`src/rtl/rha_ram.sv`:
```
// ----------------------------------------------------------------------------
// rha_ram
// generic single write, single read port ram with registered read data
// ----------------------------------------------------------------------------
`default_nettype none

module rha_ram #(
    parameter int WIDTH = 8,
    parameter int DEPTH = 16
) (
    input  wire logic                     clk,
    input  wire logic                     we,
    input  wire logic [$clog2(DEPTH)-1:0] waddr,
    input  wire logic [WIDTH-1:0]         wdata,
    input  wire logic                     re,
    input  wire logic [$clog2(DEPTH)-1:0] raddr,
    output logic      [WIDTH-1:0]         rdata
);

    logic [WIDTH-1:0] mem [DEPTH];
    logic [WIDTH-1:0] rdata_reg;

    always_ff @(posedge clk)
    begin
        if (we)
        begin
            mem[waddr] <= wdata;
        end
        if (re)
        begin
            rdata_reg <= mem[raddr];
        end
    end

    assign rdata = rdata_reg;

endmodule

`default_nettype wire

```
`config.mk`:
```
export PLATFORM = sky130hd
export DESIGN_NAME = rha_ram
export DESIGN_NICKNAME = d
export VERILOG_FILES = /design/src/rtl/rha_ram.sv
export SDC_FILE = /design/constraint.sdc
export NUM_CORES = 1
export LEC_CHECK = 0
export BUFFER_PORTS_ARGS = -buffer_cell sky130_fd_sc_hd__clkbuf_2
export CORE_ASPECT_RATIO = 1.1
export CORE_MARGIN = 3
export CORE_UTILIZATION = 54
export DETAILED_ROUTE_END_ITERATION = 12
export MAX_ROUTING_LAYER = met4
export PLACE_DENSITY = 0.74
export SKIP_LAST_GASP = 1
export SLEW_MARGIN = 20
export SYNTH_ARGS = -nofsm -noshare
export SYNTH_HDL_FRONTEND = slang
export SYNTH_SLANG_ARGS = --single-unit
export TNS_END_PERCENT = 1
```
`constraint.sdc`:
```
create_clock -name clk -period 1.8 [get_ports clk]
set_clock_uncertainty 0.05 [all_clocks]
set_input_delay 0.18 -clock clk [delete_from_list [all_inputs] [get_ports clk]]
set_output_delay 0.18 -clock clk [all_outputs]
set_load 0.005 [all_outputs]
```
# Yosys cells after proc, flatten, opt, wreduce, memory -nomap -nowiden
# Memory sizes are Yosys's and may differ from the RTL's. A register that Yosys moved wholly into a read port is not among the register bits.
# Cells that the tools add are included.
[totals]
mem_bits_rw = 128
regBits = 0
elab_cells = 3
out_inout_bits = 8
mem_count = 1
[op_classes]
n_mux = 2
[memory_table]
columns = ["name", "words", "word_bits", "read_ports", "rd_ports_with_merged_regs", "write_ports", "line_no", "rtl"]
rows = [
  ["mem", 16, 8, 1, 1, 1, "20", "logic [WIDTH-1:0] mem [DEPTH];"],
]
[ops]
columns = ["op", "n"]
rows = [
  ["$mux W1", 2],
]

# Longest topological paths before layout
# Gate-level depths: netlist of run 1.
[depth]
depth_word = 2
mapped_depth = 5
depth_no_buf = 3

# Worst setup path before layout of run 1
# OpenSTA, ideal clock, no wires.
[synth_path]
path_type = "input to register"
from = "input waddr[2]"
to = "memory mem[0][0], enable pin"
stages = 2
path_slack_ps = 77
arrival_ps = 1290
cell_sequence = "or3b_2 > nor3_1"
[synth_lines]
columns = ["item", "line_no", "rtl"]
rows = [
  ["from (decl)", "13", "input wire logic [$clog2(DEPTH)-1:0] waddr,"],
  ["to (decl)", "20", ""],
]
# Straight into the memory's write port.

==> reports/qor.yml, run 1 <==
start_kind: "flop"
place_area_um2: 5615
hp-class: "input pin to flop"
p_per_area_nw_per_um2: 1124
layout_commonest_cell: "edfxtp_1"
initial_core_util_pct: 55.63
synthCells: 229
io_buffers: 26
fmax_mhz: 648.5
cts-resized-gates: 0
final_area_um2: 6128
drt-vias-per-instance: 5.990
grt_max_degree: 20
dr_total_vias: 2498
drt_iter0_markers: 292
dr.pass1.iters: 4
syn_to_final_growth_pct: 17.23
finalHoldViolCount: 0
drv_slew: 0
ctsHoldBuffers: 0
path_class: "flop to flop"
finalWirelength_um: 9777
clock_latency_ns: 0.51
relSlewSlack_pct: 74.87
ys_types: 18
cts_tree: "yes"
cts_htree_levels: 4
cts_root_buf: "clkbuf_8"
synthArstFlopShare_pct: 0
grt_pass1_vias: 2541
diodes: 0
syn_area_um2: 5228
power_mw: 6.890
fin_crit_ns: 1.542
hpwlAfterDp_um: 6172
setup_violations: 0
ys_seq_area_share_pct: 78.12
post_cts_buffers: 0
routedWlPerCell_um: 23.45
yosys-top-cells-area: "edfxtp_1 78%, mux4_2 7.8%, mux4_1 7.0%"
antenna_found_initial: 0
rows: 37
p_leak_nw: 2.089
grt_pass1_wl_um: 14980
fin_util_pct: 65.21
core_um2: 9398
synth_area_leader_cell: "edfxtp_1"
fin_tns_setup_ns: 0
arrival_ns: 1.74
tightest_slew_ns: 0.3770
track_usage_pct: 20.44
ios: 27
drcViolationCount: 0
synth_warnings: 0
post-place-ws_ns: 0.04209
cts-buffers-inserted: 17
drive_gt1_share_pct: 30.67
path_max_fanout: 1
synth-edff-count: 136
die_h_um: 109.2
num-nets-final: 306
vdd_drop_max_uv: 696.8
gp_congestion: 0.7446
yosys.area.top_type_share_pct: 78.12
die_w_um: 99.81
synth_nets: 248
outcome: "finished clean"
period_share_pct: 85.67
grt_overflow: 0
final_antenna_net_count: 0
clk_path_buf_depth: 2
cap_violations: 0
path_clk_slew_ns: 0.06
cp-end-kind: "flop"
setup_ws_ns: 0.2579
r2r_slack_ns: 0.26
synth_ff_type: "edfxtp_1"
synth_seq_cells: 136
required_ns: 2.00
final.fill_count: 593
cts_sinks: 136
die-area_um2: 10900
syn_area_per_cell_um2: 22.83
rsz0062_at_grt: "no"
final_cell_mix: "136 x edfxtp_1, 26 x clkbuf_2, 21 x buf_4, 18 x mux4_2"
largest_reg_flops: 128
Yosys cell counts, types with 2 or more instances:
cell	count
nor3_1	4
edfxtp_1	136
clkdlybuf4s25_2	3
mux4_2	18
mux4_1	14
a22oi_1	16
nor2_1	13
buf_6	3
buf_2	3
nand3b_1	2
nand2_1	9
nand2b_1	2
final cells by class:
| type | instances | area (µm²) | share of cell area, % |
|---|---|---|---|
| clock buffer | 22 | 432.9 | 7.064 |
| clock inverter | 10 | 80.08 | 1.307 |
| multi-input combinational | 83 | 1057 | 17.25 |
| sequential | 136 | 4084 | 66.64 |
| tap | 117 | 146.4 | 2.389 |
| timing repair buffer | 49 | 327.8 | 5.349 |
power breakdown:
| group | internal, mW | switching, mW |
|---|---|---|
| combinational | 0.145 | 0.184 |
| sequential | 3.57 | 0.0182 |
| clock | 1.81 | 1.17 |
| total | 5.52 | 1.37 |
cell families after synthesis:
| logic type | after synthesis | share of synthesized area, % |
|---|---|---|
| flip-flops | 136 | 78.12 |
| AND/OR/NAND/NOR | 35 | 3.136 |
| multiplexers | 32 | 14.79 |
| AO/OA/AOI/OAI | 16 | 2.298 |
| buffers and inverters | 10 | 1.651 |
per-stage QoR:
stage               hold WS [ns]  std cells
floorplan                 0.2289        229
global placement          0.5370        385
detailed placement        0.5351        385
CTS                     0.002928        417
global route            0.003171        417
finish                   0.02641        417
metal layers:
metal  share of wire (%)  wire length, µm  GRT usage, %
met4                 1.7              165         8.390
met2                  50             4937         30.74
met1                  41             3995         27.03
met3                 6.9              678         5.182
met5                   0                0             -
final timing paths:
kind                            startpoint  endpoint  depth (start not counted)
worst max-delay path             mem[0][6]  rdata[6]                          3
worst min-delay path                    re  rdata[7]                          1
worst max register to register   mem[0][6]  rdata[6]                          3
worst min register to register  mem[15][4]  rdata[4]                          3
critical path, cell delays in order, from the launching register on:
cell	delay, ns
edfxtp_1	0.37
mux4_2	0.46
a22oi_1	0.30
nand2_1	0.10
(Power assumes the default switching activity.)
==> run 2, diff against run 1 <==
- CORE_UTILIZATION: 54 -> 30
- PLACE_DENSITY: 0.74 -> default
==> reports/qor.yml, run 2 (synthesis results as in run 1) <==
die_w_um: 131.9  # +32%
post-place-ws_ns: -0.05596  # -0.09805 ns
antenna_found_initial: 0  # unchanged
power.internal_mw: 6.004  # +8.8%
cts_tree: "yes"
grt_max_degree: 19  # -5.0%
fin_crit_ns: 1.640  # +0.09839 ns
hp-class: "input pin to flop"
arrival_ns: 1.75  # about the same
die-area_um2: 19050  # +75%
power_switching_share_pct: 18.96  # -0.91 points
required_ns: 1.91  # -0.09 ns
p_leak_nw: 2.160  # +3.4%
cap_violations: 0  # unchanged
path_class: "flop to flop"
grt_pass1_wl_um: 16370  # +9.3%
p_comb_share_pct: 4.7  # about the same
cts-buffers-inserted: 17  # unchanged
path_clk_slew_ns: 0.06  # about the same
vdd_drop_max_uv: 570.2  # -18%
finalWirelength_um: 10540  # +7.8%
fmax_mhz: 609.6  # -6.0%
tightest_slew_ns: 0.3988  # +0.02181 ns
final_antenna_net_count: 0  # unchanged
track_usage_pct: 12.30  # -8.1 points
clk_path_buf_depth: 2  # unchanged
outcome: "finished clean"
setup.worst_path.start: "mem[1][3]"
switching_power_mw: 1.405  # +2.6%
final_area_um2: 6406  # +4.5%
power_frac_seq_pct: 48.5  # -3.6 points
cp-end-kind: "flop"
grt_overflow: 0  # unchanged
clock_latency_ns: 0.42  # -0.09 ns
layout_commonest_cell: "edfxtp_1"
met3_usage_pct: 3.897  # -1.3 points
finalHoldViolCount: 0  # unchanged
crit_path_end: "rdata[3]"
grtUsageMet1_pct: 15.55  # -11 points
core_um2: 17080  # +82%
rsz0062_at_grt: "no"
hpwlAfterDp_um: 7039  # +14%
cts_root_buf: "clkbuf_16"
setup_violations: 0  # unchanged
ios: 27  # unchanged
final_cell_mix: "136 x edfxtp_1, 26 x clkbuf_2, 20 x buf_4, 18 x mux4_2, 17 x clkbuf_16"
drv_slew: 0  # unchanged
grt_pass1_vias: 2660  # +4.7%
initial_core_util_pct: 30.61  # -25 points
diodes: 0  # unchanged
ctsHoldBuffers: 0  # unchanged
r2r-end: "rdata[3]"
routedWlPerCell_um: 19.67  # -16%
r2r-start: "mem[1][3]"
power_mw: 7.409  # +7.5%
dr.pass1.iters: 4  # unchanged
fin_hold_ws_ns: 0.1062  # +0.07979 ns
p_clk_share_pct: 46.8  # +3.6 points
gp_congestion: 0.7603  # +2.1%
period_share_pct: 91.14  # +5.5 points
setup_ws_ns: 0.1595  # -0.09839 ns
dr_total_vias: 2465  # -1.3%
io_buffers: 26  # unchanged
path_max_fanout: 1  # unchanged
drcViolationCount: 0  # unchanged
num-nets-final: 308  # +0.65%
die_h_um: 144.4  # +32%
grtUsageMet2_pct: 18.88  # -12 points
relSlewSlack_pct: 73.41  # -1.5 points
syn_to_final_growth_pct: 22.55
drt-vias-per-instance: 4.599  # -23%
cts-resized-gates: 0  # unchanged
largest_reg_flops: 128  # unchanged
p_per_area_nw_per_um2: 1157  # +2.9%
drt_iter0_markers: 147  # -50%
post_cts_buffers: 0  # unchanged
ff2ff_path_depth: 3  # unchanged
drive_gt1_share_pct: 31.46  # +0.79 points
r2r_slack_ns: 0.16  # -0.10 ns
gr-max-usage-layer: "met2"
cts_sinks: 136  # unchanged
start_kind: "flop"
rows: 50  # +35%
place_area_um2: 5814  # +3.5%
cts_htree_levels: 4  # unchanged
==> run 2: cell types whose count changed in the layout (fill, tap and decap cells not counted), sizes merged <==
cell and change:
bufinv +3, clkinv +2, buf +2, clkinvlp -2, clkbuf -3
==> run 2: power groups by stage <==
| stage | Combinational, mW | Clock (mW) | Sequential (mW) |
|---|---|---|---|
| after floorplan | 0.180 | 0 | 3.65 |
| after global placement | 0.344 | 0 | 3.65 |
| after detailed placement | 0.355 | 0 | 3.66 |
| after CTS | 0.356 | 3.54 | 3.59 |
| after global routing | 0.380 | 3.69 | 3.60 |
| final | 0.348 | 3.47 | 3.59 |
==> run 2: area by class of cell <==
type	count	area (µm²)
Sequential cell	136	4084
Timing Repair Buffer	51	380.4
Tap cell	234	292.8
Fill cell	1556	10670
Multi-Input combinational cell	83	1057
Clock inverter	13	158.9
Clock buffer	19	432.9
==> run 2: worst max-delay path, stage by stage (launching register included) <==
cell and delay, ns:
edfxtp_1 0.38, mux4_1 0.53, a22oi_1 0.31, nand2_1 0.11
==> run 2: how the worst min path moves through the flow <==
stage | from | to | slack, ns | cells after the start
after floorplan | wdata[0] | mem[0][0] | 0.23 | 0
after global placement | wdata[2] | mem[5][2] | 0.52 | 1
after detailed placement | re | rdata[6] | 0.54 | 1
after CTS | re | rdata[6] | 0.11 | 1
after global routing | re | rdata[6] | 0.12 | 1
final | re | rdata[6] | 0.11 | 1
==> run 2: routing by layer <==
metal	routed length [µm]	vias up	part of all wire, %
met4	159	0	1.5
met5	0	-	0
li1	-	1102	-
met1	4915	1290	47
met2	4987	58	47
met3	481	15	4.6
==> run 2: stage by stage <==
step / setup TNS (ns) / utilization, % / instances
2_1_floorplan: 0 / - / 229
3_3_place_gp: -0.06697 / 34.04 / 504
3_5_place_dp: -0.1124 / 34.04 / 504
4_1_cts: 0 / 37.51 / 536
5_1_grt: 0 / 37.51 / 536
6_report: 0 / 37.51 / 536
