==> config.mk <==
export PLATFORM = sky130hd
export DESIGN_NAME = rha_ctrl
export DESIGN_NICKNAME = d
export VERILOG_FILES = /design/src/rtl/rha_pkg.sv /design/src/rtl/rha_ctrl.sv
export SDC_FILE = /design/constraint.sdc
export NUM_CORES = 1
export LEC_CHECK = 0
export BUFFER_PORTS_ARGS = -buffer_cell sky130_fd_sc_hd__buf_2
export CELL_PAD_IN_SITES_DETAIL_PLACEMENT = 1
export CELL_PAD_IN_SITES_GLOBAL_PLACEMENT = 1
export CORE_UTILIZATION = 39
export DETAILED_ROUTE_END_ITERATION = 10
export GPL_TIMING_DRIVEN = 0
export PLACE_DENSITY = 0.85
export RECOVER_POWER = 100
export SLEW_MARGIN = 20
export SYNTH_ARGS = -nofsm -noshare
export SYNTH_HDL_FRONTEND = slang
export SYNTH_SLANG_ARGS = --single-unit
export TNS_END_PERCENT = 20
==> constraint.sdc <==
create_clock -name clk -period 2.9 [get_ports clk]
set_clock_uncertainty 0.15 [all_clocks]
set_input_delay 0 -clock clk [delete_from_list [all_inputs] [get_ports clk]]
set_output_delay 0 -clock clk [all_outputs]
set_load 0.02 [all_outputs]
==> src/rtl/rha_pkg.sv <==
// ----------------------------------------------------------------------------
// rha_pkg
// shared widths, defaults and codes of the reference counted handle allocator
// ----------------------------------------------------------------------------
`default_nettype none

package rha_pkg;

    localparam int HANDLE_W            = 10;
    localparam int OPCODE_W            = 2;
    localparam int STATUS_W            = 2;
    localparam int REFOUT_W            = 16;
    localparam int TABLE_ENTRIES_DEF   = 1024;
    localparam int COUNT_BITS_DEF      = 16;

    typedef enum logic [OPCODE_W-1:0] {
        OP_ALLOC   = 2'd0,
        OP_ADDREF  = 2'd1,
        OP_RELEASE = 2'd2,
        OP_CHECK   = 2'd3
    } opcode_t;

    typedef enum logic [STATUS_W-1:0] {
        ST_OK        = 2'd0,
        ST_FULL      = 2'd1,
        ST_BAD       = 2'd2,
        ST_SATURATED = 2'd3
    } status_t;

endpackage

`default_nettype wire

==> src/rtl/rha_ctrl.sv <==
// ----------------------------------------------------------------------------
// rha_ctrl
// request sequencer: reads the entry and free link, modifies and writes back
// ----------------------------------------------------------------------------
`default_nettype none

module rha_ctrl #(
    parameter int TABLE_ENTRIES = rha_pkg::TABLE_ENTRIES_DEF,
    parameter int COUNT_BITS    = rha_pkg::COUNT_BITS_DEF
) (
    input  wire logic                              clk,
    input  wire logic                              rst_n,
    input  wire logic                              in_valid,
    output logic                                   in_ready,
    input  wire logic [rha_pkg::OPCODE_W-1:0]      opcode,
    input  wire logic [rha_pkg::HANDLE_W-1:0]      handle,
    output logic                                   out_valid,
    input  wire logic                              out_ready,
    output logic      [rha_pkg::STATUS_W-1:0]      status,
    output logic      [rha_pkg::HANDLE_W-1:0]      handle_out,
    output logic                                   entry_freed,
    output logic      [rha_pkg::REFOUT_W-1:0]      ref_count,
    output logic                                   refs_we,
    output logic      [$clog2(TABLE_ENTRIES)-1:0]  refs_waddr,
    output logic      [COUNT_BITS-1:0]             refs_wdata,
    output logic                                   refs_re,
    output logic      [$clog2(TABLE_ENTRIES)-1:0]  refs_raddr,
    input  wire logic [COUNT_BITS-1:0]             refs_rdata,
    output logic                                   link_we,
    output logic      [$clog2(TABLE_ENTRIES)-1:0]  link_waddr,
    output logic      [$clog2(TABLE_ENTRIES):0]    link_wdata,
    output logic                                   link_re,
    output logic      [$clog2(TABLE_ENTRIES)-1:0]  link_raddr,
    input  wire logic [$clog2(TABLE_ENTRIES):0]    link_rdata
);

    import rha_pkg::*;

    localparam int IDX_W = $clog2(TABLE_ENTRIES);
    localparam int BW    = IDX_W + 1;
    localparam int CMP_W = (BW > HANDLE_W) ? BW : HANDLE_W;

    typedef enum logic [1:0] {
        S_IDLE = 2'b01,
        S_EXEC = 2'b10
    } state_t;

    state_t                state_reg, state_next;
    opcode_t               op_reg;
    logic [HANDLE_W-1:0]   h_reg;
    logic [IDX_W-1:0]      head_reg, head_next;
    logic                  head_valid_reg, head_valid_next;
    logic [BW-1:0]         bump_reg, bump_next;
    logic                  out_valid_reg, out_valid_next;
    logic [STATUS_W-1:0]   status_reg, status_next;
    logic [HANDLE_W-1:0]   hout_reg, hout_next;
    logic                  freed_reg, freed_next;
    logic [COUNT_BITS-1:0] cnt_reg, cnt_next;

    logic             accept;
    logic             commit;
    logic             in_range;
    logic [IDX_W-1:0] h_idx;
    logic [IDX_W-1:0] slot;

    assign accept   = in_valid && in_ready;
    assign commit   = (state_reg == S_EXEC) && (!out_valid_reg || out_ready);
    assign h_idx    = IDX_W'(h_reg);
    assign in_range = CMP_W'(h_reg) < CMP_W'(bump_reg);

    assign in_ready   = (state_reg == S_IDLE);
    assign refs_re    = accept;
    assign refs_raddr = IDX_W'(handle);
    assign link_re    = accept;
    assign link_raddr = head_reg;

    always_comb
    begin
        state_next      = state_reg;
        head_next       = head_reg;
        head_valid_next = head_valid_reg;
        bump_next       = bump_reg;
        out_valid_next  = out_valid_reg && !out_ready;
        status_next     = status_reg;
        hout_next       = hout_reg;
        freed_next      = freed_reg;
        cnt_next        = cnt_reg;
        slot            = head_reg;
        refs_we         = 1'b0;
        refs_waddr      = h_idx;
        refs_wdata      = refs_rdata;
        link_we         = 1'b0;
        link_waddr      = h_idx;
        link_wdata      = {head_valid_reg, head_reg};

        case (state_reg)
            S_IDLE:
            begin
                if (accept)
                begin
                    state_next = S_EXEC;
                end
            end
            S_EXEC:
            begin
                if (commit)
                begin
                    state_next     = S_IDLE;
                    out_valid_next = 1'b1;
                    status_next    = ST_OK;
                    hout_next      = h_reg;
                    freed_next     = 1'b0;
                    cnt_next       = '0;
                    if (op_reg == OP_ALLOC)
                    begin
                        if (head_valid_reg)
                        begin
                            slot            = head_reg;
                            head_next       = link_rdata[IDX_W-1:0];
                            head_valid_next = link_rdata[IDX_W];
                        end
                        else
                        begin
                            slot = bump_reg[IDX_W-1:0];
                        end
                        if (head_valid_reg || (bump_reg < BW'(TABLE_ENTRIES)))
                        begin
                            if (!head_valid_reg)
                            begin
                                bump_next = bump_reg + BW'(1);
                            end
                            refs_we    = 1'b1;
                            refs_waddr = slot;
                            refs_wdata = COUNT_BITS'(1);
                            hout_next  = HANDLE_W'(slot);
                            cnt_next   = COUNT_BITS'(1);
                        end
                        else
                        begin
                            status_next = ST_FULL;
                            hout_next   = '0;
                        end
                    end
                    else if (!in_range || (refs_rdata == '0))
                    begin
                        status_next = ST_BAD;
                    end
                    else
                    begin
                        case (op_reg)
                            OP_ADDREF:
                            begin
                                if (refs_rdata == '1)
                                begin
                                    status_next = ST_SATURATED;
                                    cnt_next    = refs_rdata;
                                end
                                else
                                begin
                                    cnt_next   = refs_rdata + COUNT_BITS'(1);
                                    refs_we    = 1'b1;
                                    refs_wdata = refs_rdata + COUNT_BITS'(1);
                                end
                            end
                            OP_RELEASE:
                            begin
                                cnt_next   = refs_rdata - COUNT_BITS'(1);
                                refs_we    = 1'b1;
                                refs_wdata = refs_rdata - COUNT_BITS'(1);
                                if (refs_rdata == COUNT_BITS'(1))
                                begin
                                    link_we         = 1'b1;
                                    head_next       = h_idx;
                                    head_valid_next = 1'b1;
                                    freed_next      = 1'b1;
                                end
                            end
                            default:
                            begin
                                cnt_next = refs_rdata;
                            end
                        endcase
                    end
                end
            end
            default:
            begin
                state_next = S_IDLE;
            end
        endcase
    end

    always_ff @(posedge clk or negedge rst_n)
    begin
        if (!rst_n)
        begin
            state_reg      <= S_IDLE;
            head_reg       <= '0;
            head_valid_reg <= 1'b0;
            bump_reg       <= '0;
            out_valid_reg  <= 1'b0;
        end
        else
        begin
            state_reg      <= state_next;
            head_reg       <= head_next;
            head_valid_reg <= head_valid_next;
            bump_reg       <= bump_next;
            out_valid_reg  <= out_valid_next;
        end
    end

    always_ff @(posedge clk)
    begin
        if (accept)
        begin
            op_reg <= opcode_t'(opcode);
            h_reg  <= handle;
        end
        status_reg <= status_next;
        hout_reg   <= hout_next;
        freed_reg  <= freed_next;
        cnt_reg    <= cnt_next;
    end

    assign out_valid   = out_valid_reg;
    assign status      = status_reg;
    assign handle_out  = hout_reg;
    assign entry_freed = freed_reg;
    assign ref_count   = REFOUT_W'(cnt_reg);

endmodule

`default_nettype wire
Word-level counts from Yosys, hierarchy flattened
Index checks and enable logic that the tools add are counted.
{"block": "classes", "mux": 50, "bitwise": 1, "eq_ne": 10, "addsub": 3, "order_cmp": 2, "n_reduce_logical": 18}
{"cell": "2-to-1 mux 16 bit", "count": 8}
{"cell": "2-to-1 mux 10 bit", "count": 12}
{"cell": "case mux 16 bit (2 select lines)", "count": 1}
{"cell": "2-to-1 mux 1 bit", "count": 21}
{"cell": "adder 16 x 1 -> 16 bit, second input constant", "count": 1}
{"cell": "equality test 16 x 1 -> 1 bit, second input constant", "count": 1}
{"cell": "equality test 16 bit, second input constant", "count": 1}
{"cell": "zero test 16 bit", "count": 1}
{"cell": "subtractor 16 x 1 -> 16 bit, second input constant", "count": 1}
{"cell": "2-to-1 mux 2 bit", "count": 6}
{"cell": "adder 11 x 1 -> 11 bit, second input constant", "count": 1}
{"cell": "< comparator 10 x 11 -> 1 bit", "count": 1}
{"cell": "< comparator 11 bit, second input constant", "count": 1}
{"cell": "AND reduction 5 bit", "count": 2}
{"cell": "!= test 2 bit, second input constant", "count": 3}
{"cell": "AND reduction 6 bit", "count": 1}
{"cell": "equality test 2 x 1 -> 1 bit, second input constant", "count": 2}
{"cell": "equality test 2 bit, second input constant", "count": 2}
{"cell": "case mux 2 bit (2 select lines)", "count": 1}
{"cell": "AND reduction 2 bit", "count": 2}
{"cell": "nonzero test 2 bit", "count": 2}
{"cell": "logical AND 1 bit", "count": 3}
{"cell": "zero test 1 bit", "count": 3}
{"cell": "logical OR 1 bit", "count": 3}
{"cell": "other kinds (4)", "count": 4}
{"block": "word_totals", "ff_bits": 66, "input_bits": 43}

Longest topological paths before layout
Gate-level depths: netlist of run 1.
{"block": "logic_depth", "depth_word": 7, "ltp_mapped": 9, "ltp_nobuf": 8}

Least setup slack after synthesis of run 1
No wires, ideal clock.
{"block": "synth_timing", "kind": "register to register", "startpoint": "register out_valid_reg (netlist: out_valid)", "endpoint": "register bump_reg[8]", "t_arrival_ns": 2.460, "t_required_ns": 2.627, "stages_incl_launch_ff": 8, "setup_ns": 0.123, "path_slack_ns": 0.166, "cell_sequence": "dfrtp_1 > nand2b_1 > nand2_1 > inv_1 > nand3_1 > nor4_1 > nand3_1 > xnor2_1"}
{"block": "synth_via", "elab_chain_cells": 4}
{"item": "start, declared", "line": "rha_ctrl.sv:54", "source": "logic out_valid_reg, out_valid_next;"}
{"item": "start signal, assigned", "line": "rha_ctrl.sv:209", "source": "out_valid_reg <= out_valid_next;"}
{"item": "zero test 1 bit", "line": "rha_ctrl.sv:67", "source": "assign commit = (state_reg == S_EXEC) && (!out_valid_reg || out_ready);"}
{"item": "logical OR 1 bit", "line": "rha_ctrl.sv:67"}
{"item": "logical AND 1 bit", "line": "rha_ctrl.sv:67"}
{"item": "AND reduction 5 bit (no line)"}
{"item": "end signal, assigned", "line": "rha_ctrl.sv:208", "source": "bump_reg <= bump_next;"}
{"item": "end, declared", "line": "rha_ctrl.sv:53", "source": "logic [BW-1:0] bump_reg, bump_next;"}
Every way passes these cells.
A chain may end at the register's enable or synchronous reset.

Worst setup path in the final report of run 1
{"block": "layout_timing", "startpoint": "register bump_reg[1]", "endpoint": "output port refs_wdata[9]"}
{"block": "layout_via", "elab_chain_cells": 7, "word_cells_on_any_way": 10, "classes_between": "order compare: 2; mux: 5; reduce/logical: 3"}
{"item": "< comparator 10 x 11 -> 1 bit", "line": "rha_ctrl.sv:69", "source": "assign in_range = CMP_W'(h_reg) < CMP_W'(bump_reg);"}
{"item": "zero test 1 bit", "line": "rha_ctrl.sv:144", "source": "else if (!in_range || (refs_rdata == '0))"}
{"item": "logical OR 1 bit", "line": "rha_ctrl.sv:144"}
{"item": "2-to-1 mux 16 bit", "line": "rha_ctrl.sv:144"}
{"item": "2-to-1 mux 16 bit *", "line": "rha_ctrl.sv:114", "source": "if (op_reg == OP_ALLOC)"}
{"item": "2-to-1 mux 16 bit *", "line": "rha_ctrl.sv:106", "source": "if (commit)"}
{"item": "2-to-1 mux 16 bit *", "line": "rha_ctrl.sv:96", "source": "case (state_reg)"}
{"item": "end, declared", "line": "rha_ctrl.sv:25", "source": "output logic [COUNT_BITS-1:0] refs_wdata,"}
Every way passes the cells marked *; elsewhere a longest branch is shown, timed or not.

==> out/metrics.cfg, run 1 <==
[final_layout]
layout.cells.non_filler=832
nets=743
diodes=0
largest_reg_flops=16
layout-drive-gt1-share_pct=26.1
areaGrowthSynthToFinish_pct=32.2
stdcell_area_um2=6250
finalCoreUtilization_pct=53.8
fillers=1413

[synth]
ys_top_cells_by_area=edfxtp_1, dfrtp_1, mux2_2
async_flop_share_pct=37.9
synth_edf_count=41
synthCells=497
yosys_warnings=0
yosys.area.top_type_share_pct=26.0
syn_avg_cell_area_um2=9.51
yosys.area.top_type=edfxtp_1
synth_nets=556
synth_seq_cells=66
syn_area_um2=4730
synthFlopType=edfxtp_1
ys_seq_area_share_pct=39.3
yosysUniqueCellTypes=66

[route]
vias=4986
drc=7
wl_per_cell_um=22.8
vias_per_cell=5.99
routed_wl_um=19000
drtIter0Drc=313
first_pass_iters=8
antenna_left=0

[worst_setup_path]
cp.arrival_ns=2.74
worstPathRequired_ns=2.75
timing.critical_path.mode_cell=buf_4
worst_path_largest_cell_delay_ns=0.47
path_depth=11
crit_chain=inv_1, ha_1, nand2_1, o21ai_1, a21oi_2, buf_4, o211ai_4, buf_4, nand3b_1, nand3_1, buf_2
cp-start-kind=flop
r2r-start=link_waddr[9]$_DFFE_PP_
critPathBufInv=4
crit_slowest_cell=dfrtp_1
reg2reg_depth=8
crit_type=reg2out
r2r_slack_ns=0.07
startpoint=bump_reg[1]$_DFFE_PN0P_
cp-endpoint=refs_wdata[9]
cp_top_family=buffers and inverters
critPathCaptureType=output pin
crit_fanout=10
reg2reg_to=link_raddr[6]$_DFFE_PN0P_

[sta]
fmax_mhz=346
final_hold_viol_count=0
setup_ws_ns=0.0111
post-route-min-period_ns=2.89
period_share_pct=99.6
setup_violations=0
worst_pin_slew_ns=1.62
slew_headroom_pct=-8.09
final_max_slew_viol_count=26
setup_tns_ns=0
whs_ns=0.0326

[floorplan]
core_area_um2=11600
die_w_um=112
start_util_pct=40.7
die_y_um=112
die_area_um2=12600
num_io_pins=145
floorplan.rows=39

[cts]
htree_levels=3
cts_tree=done
cts_root_buf=clkbuf_16
clk_path_buf_depth=2
clk_latency_ns=0.36
cts_sinks=66
clk_pin_slew_worst_paths_ns=0.06
cts_buffers=9

[placed_design]
dp_cells=776
place_hpwl_um=12200
place_ws_ns=-0.212
gp_congestion=0.872
place_area_um2=5590
io_buffer_count=136

[power]
ir_worst_vdd_uv=264
switching_share_pct=33.9
p_int_mw=1.97
switchingPower_mw=1.01
power_density_nw_per_um2=476
seqPwrFrac_pct=37.8
p_comb_share_pct=25.9
clockPowerShare_pct=36.3
p_leak_nw=2.50
p_total_mw=2.97

[run_status]
status=finished, violations left
violations=DRC, capacitance limit, slew limit

[run]
cap_violations=1

[grt]
grt_pass1_vias=5162
gr-total-overflow=0
grt_util_all_layers_pct=29.3
grt_pass1_wl_um=28200
grt_max_degree=35
antenna_found_initial=0

[min_path]
min_path_type=in2reg

[area by class of cell]
type                            count  area (um2)  area share, %
Multi-Input combinational cell    342        2490           39.9
Sequential cell                    66        1860           29.8
Timing Repair Buffer              175         947           15.2
Buffer                             59         360           5.77
Clock buffer                       12         256           4.10
Tap cell                          143         179           2.86
Inverter                           31         129           2.06
Clock inverter                      4        25.0          0.400
[logic make-up (layout without fill, tap and decap cells)]
logic type / Yosys count / count (layout) / share of synthesized area (%)
and+or+nand+nor: 157 / 157 / 16.6
AOI/OAI and AO/OA: 110 / 111 / 17.8
DFF: 66 / 66 / 39.3
muxes: 33 / 33 / 7.57
buffers and inverters: 90 / 281 / 9.82
xor gates and xnor gates: 25 / 25 / 4.63
adders and majority gates: 16 / 16 / 4.23
[Yosys cell counts, types with 3 or more instances]
| cell | count |
|---|---|
| a31o_2 | 3 |
| nor3_1 | 10 |
| nor4_1 | 3 |
| nand4_1 | 11 |
| a221oi_1 | 16 |
| o21ai_0 | 18 |
| mux2i_1 | 11 |
| buf_4 | 26 |
| ha_1 | 16 |
| xnor2_1 | 23 |
| mux2_2 | 22 |
| nor2_1 | 51 |
| clkbuf_1 | 17 |
| inv_1 | 31 |
| edfxtp_1 | 41 |
| a21oi_1 | 18 |
| and3_1 | 5 |
| buf_2 | 10 |
| buf_1 | 3 |
| nand2_1 | 28 |
| o32ai_1 | 10 |
| nand2b_1 | 3 |
| nor2b_1 | 4 |
| nand3b_1 | 3 |
| o22ai_1 | 3 |
| or3_1 | 5 |
| dfrtp_1 | 24 |
| nand3_1 | 21 |
| a211oi_1 | 12 |
[power by group through the flow]
stage / Combinational, mW / Sequential, mW / Clock, mW
2_1_floorplan: 0.405 / 1.16 / 0
3_3_place_gp: 0.652 / 1.13 / 0
3_5_place_dp: 0.686 / 1.14 / 0
4_1_cts: 0.732 / 1.12 / 1.07
5_1_grt: 0.817 / 1.13 / 1.12
6_report: 0.770 / 1.12 / 1.08
[layout by cell type, fill, tap and decap left out, types with 9 or more instances in the layout]
master / count
nand3_1: 21
nand4_1: 11
edfxtp_1: 41
ha_1: 14
nor2_1: 50
mux2i_1: 11
clkbuf_1: 91
dfrtp_1: 21
xnor2_1: 23
clkbuf_16: 9
o21ai_0: 16
buf_2: 67
a211oi_1: 12
a21oi_1: 15
nor3_1: 10
buf_4: 33
nand2_1: 27
inv_1: 30
dlygate4sd3_1: 29
o32ai_1: 9
a221oi_1: 16
mux2_2: 22
[what timing repair did]
| item | in CTS | in global routing |
|---|---|---|
| hold buffers | 29 | 0 |
| hold endpoints to repair | 55 | 0 |
| resized for setup | 12 | 20 |
| pin swaps | 2 | 2 |
| cloned | 0 | 1 |
| setup buffers | 1 | 9 |
| setup endpoints to repair | 44 | 39 |
[how the worst min path moves through the flow]
stage / startpoint / to / slack, ns / cells after the start
2_1_floorplan: rst_n / bump_reg[0]$_DFFE_PN0P_ / -0.45 / 0
3_3_place_gp: rst_n / link_raddr[2]$_DFFE_PN0P_ / -0.10 / 1
3_5_place_dp: rst_n / link_raddr[3]$_DFFE_PN0P_ / -0.1 / 1
4_1_cts: refs_rdata[11] / ref_count[11]$_SDFFCE_PP0P_ / 0.02 / 3
5_1_grt: refs_rdata[10] / ref_count[10]$_SDFFCE_PP0P_ / 0.06 / 3
6_report: refs_rdata[11] / ref_count[11]$_SDFFCE_PP0P_ / 0.03 / 3
[worst reg2reg max path, cell delays in order (launching register included)]
cell and delay, ns:
edfxtp_1 0.50, ha_4 0.30, a21oi_1 0.16, a21oi_1 0.13
a41oi_2 0.16, buf_4 0.18, o21ai_2 0.13, o31ai_4 0.59
mux2_2 0.43
[routing by layer]
metal | part of all wire, % | track usage [%]
met1 | 39 | 35.4
met3 | 6.6 | 4.64
met2 | 50 | 50.8
met5 | 0 | 0
met4 | 4.0 | 14.8
Power figures use the tool's default switching activity.
==> inputs of run 2 (changes only) <==
==> constraint.sdc (replaced) <==
create_clock -name clk -period 2.7 [get_ports clk]
set_clock_uncertainty 0.15 [all_clocks]
set_input_delay 0 -clock clk [delete_from_list [all_inputs] [get_ports clk]]
set_output_delay 0 -clock clk [all_outputs]
set_load 0.02 [all_outputs]
==> run 2 against run 1 <==
The flow finishes with violations (DRC, capacitance limit, slew limit, setup timing). Routed wire length grew 10%. Count of clock-buffer cells in the layout shrank 1. Register-to-register slack is essentially flat. Sequential power grew 7%. Via count grew 3.9%. Combinational power grew 21%. Die area is the same. Non-clock buffer count grew 13. First-iteration DRC count grew 9.9%. Critical endpoint is now refs_wdata[5]. Largest cell class unchanged. Highest routed layer unchanged.
==> out/metrics.cfg, run 2 (same netlist as run 1, synthesis figures left out) <==
[worst_setup_path]
worstPathRequired_ns=2.55  ; was 2.75 ns
critPathBufInv=2  ; was 4
worst_path_largest_cell_delay_ns=0.50  ; was 0.47 ns
crit_slowest_cell=edfxtp_1  ; was dfrtp_1
timing.critical_path.mode_cell=buf_6  ; was buf_4
critPathCaptureType=output pin  ; unchanged
cp_top_family=compound AO/OA/AOI/OAI gates  ; was buffers and inverters
crit_fanout=8  ; was 10
cp-start-kind=flop  ; unchanged
crit_type=reg2out  ; unchanged
crit_chain=ha_2, nand2_1, nor2_4, a21oi_4, o211ai_4, buf_6, nor3b_1, a311o_1, buf_6  ; was inv_1, ha_1, nand2_1, o21ai_1, a21oi_2, buf_4, o211ai_4, buf_4, nand3b_1, nand3_1, buf_2
cp.arrival_ns=2.72  ; was 2.74 ns

[final_layout]
fillers=1377  ; was 1413
areaGrowthSynthToFinish_pct=37.9  ; was 32.2%
layout-drive-gt1-share_pct=32.8  ; was 26.1%
finalCoreUtilization_pct=56.1  ; was 53.8%
layout_common_cells=buf_2, clkbuf_1, buf_4, nor2_1, edfxtp_1  ; was clkbuf_1, buf_2, nor2_1, edfxtp_1, buf_4
stdcell_area_um2=6520  ; was 6250 um2
layout.cells.non_filler=845  ; was 832
diodes=0  ; unchanged
final_common_cell=buf_2  ; was clkbuf_1
nets=756  ; was 743
largest_reg_flops=16  ; unchanged

[placed_design]
dp_cells=776  ; unchanged
place_area_um2=5590  ; about the same
place_hpwl_um=12500  ; was 12200 um
gp_congestion=0.882  ; was 0.872
place_ws_ns=-0.526  ; was -0.212 ns
io_buffer_count=136  ; unchanged

[route]
routed_wl_um=21000  ; was 19000 um
vias=5181  ; was 4986
drtIter0Drc=344  ; was 313
antenna_left=0  ; unchanged
first_pass_iters=8  ; unchanged
drc=5  ; was 7
wl_per_cell_um=24.8  ; was 22.8 um
vias_per_cell=6.13  ; was 5.99

[floorplan]
start_util_pct=40.7  ; unchanged
core_area_um2=11600  ; unchanged
floorplan.rows=39  ; unchanged
die_y_um=112  ; unchanged
die_area_um2=12600  ; unchanged
die_w_um=112  ; unchanged
num_io_pins=145  ; unchanged

[power]
p_leak_nw=2.63  ; was 2.50 nW
power_density_nw_per_um2=498  ; was 476 nW/um2
ir_worst_vdd_uv=396  ; was 264 uV

[sta]
fmax_mhz=348
rsz0062_at_grt=yes
final_hold_viol_count=0  ; unchanged
final_max_slew_viol_count=26  ; unchanged
setup_ws_ns=-0.171  ; was 0.0111 ns
setup_violations=17  ; was 0
slew_headroom_pct=-12.4  ; was -8.09%
period_share_pct=106
worst_pin_slew_ns=1.69  ; was 1.62 ns
post-route-min-period_ns=2.87
setup_tns_ns=-1.48  ; was 0 ns

[cts]
clk_latency_ns=0.36  ; about the same
cts_tree=done  ; unchanged
cts_root_buf=clkbuf_16  ; unchanged
clk_pin_slew_worst_paths_ns=0.06  ; about the same
htree_levels=3  ; unchanged
clk_path_buf_depth=2  ; unchanged
cts_buffers=9  ; unchanged
cts_sinks=66  ; unchanged

[min_path]
min_path_type=in2reg  ; unchanged

[grt]
gr-total-overflow=0  ; unchanged
grt_max_degree=26  ; was 35
grt_pass1_wl_um=29900  ; was 28200 um
antenna_found_initial=0  ; unchanged
grt_util_all_layers_pct=31.3  ; was 29.3%
grt_pass1_vias=5522  ; was 5162

[run_status]
status=finished, violations left  ; unchanged
violations=DRC, capacitance limit, slew limit, setup timing  ; was DRC, capacitance limit, slew limit

[run]
cap_violations=1  ; unchanged

==> run 2: cell types whose count changed in the layout (fill, tap and decap cells not counted), sizes merged <==
cell,delta
o211ai,-1
clkbuf,-22
buf,+34
clkinvlp,+3
inv,-1
==> run 2: layer usage <==
layer / up-vias / share of wire, % / GRT usage [%]
li1: 2219 / - / -
met1: 2536 / 37 / 34.6
met2: 328 / 50 / 55.1
met3: 98 / 7.2 / 5.29
met4: 0 / 5.9 / 21.7
met5: - / 0 / 0
==> run 2: worst paths after layout <==
kind                                     startpoint                     endpoint  slack [ns]  cells past startpoint
min                                  refs_rdata[11]  ref_count[11]$_SDFFCE_PP0P_        0.04                      3
max                         link_waddr[3]$_DFFE_PP_                refs_wdata[5]       -0.17                      9
max in group asynchronous                     rst_n      bump_reg[3]$_DFFE_PN0P_        0.83                      2
min reg2reg                state_reg[1]$_DFFE_PN0P_          out_valid$_DFF_PN0_        0.38                      2
min in group asynchronous                     rst_n    link_raddr[2]$_DFFE_PN0P_        0.47                      2
max reg2reg                state_reg[1]$_DFFE_PN0P_      bump_reg[9]$_DFFE_PN0P_        0.07                      8
==> run 2: cell type report <==
cell class              instances  area [um2]  share of cell area [%]
clock buffers                  11         233                    3.57
clock inverters                 5        30.0                   0.461
multi-input cells             341        2610                    40.1
repair inverters                1        5.00                  0.0768
repair buffers                188        1100                    16.9
well taps                     143         179                    2.74
inverters                      31         120                    1.84
plain buffers                  59         374                    5.74
flip-flops and latches         66        1860                    28.6
==> run 2: tightest hold or removal path, stage by stage <==
cell      delay [ns]
buf_2           0.16
inv_1           0.11
a211oi_1        0.08
==> run 2: where the power goes <==
group	leakage [nW]	switching (mW)	internal, mW	total (mW)
Combinational	1.80	0.584	0.346	0.929
Sequential	0.697	0.0567	1.15	1.20
Clock	0.127	0.489	0.620	1.11
Total	2.63	1.13	2.11	3.24
==> run 2: what timing repair did <==
item / 4_1_cts / 5_1_grt
pin swaps: 4 / 10
hold buffers: 29 / 0
setup buffers: 9 / 14
endpoints found under the hold margin: 55 / 0
cloned: 1 / 0
gates resized for setup: 22 / 43
setup endpoints to repair: 59 / 44
==> run 2: through the flow <==
stage | hold slack, ns | power [mW]
after global routing | 0.0596 | 3.33
after global placement | -0.107 | 1.92
after floorplan | -0.446 | 1.68
after CTS | 0.0237 | 3.10
after detailed placement | -0.0925 | 1.96
final | 0.0386 | 3.24
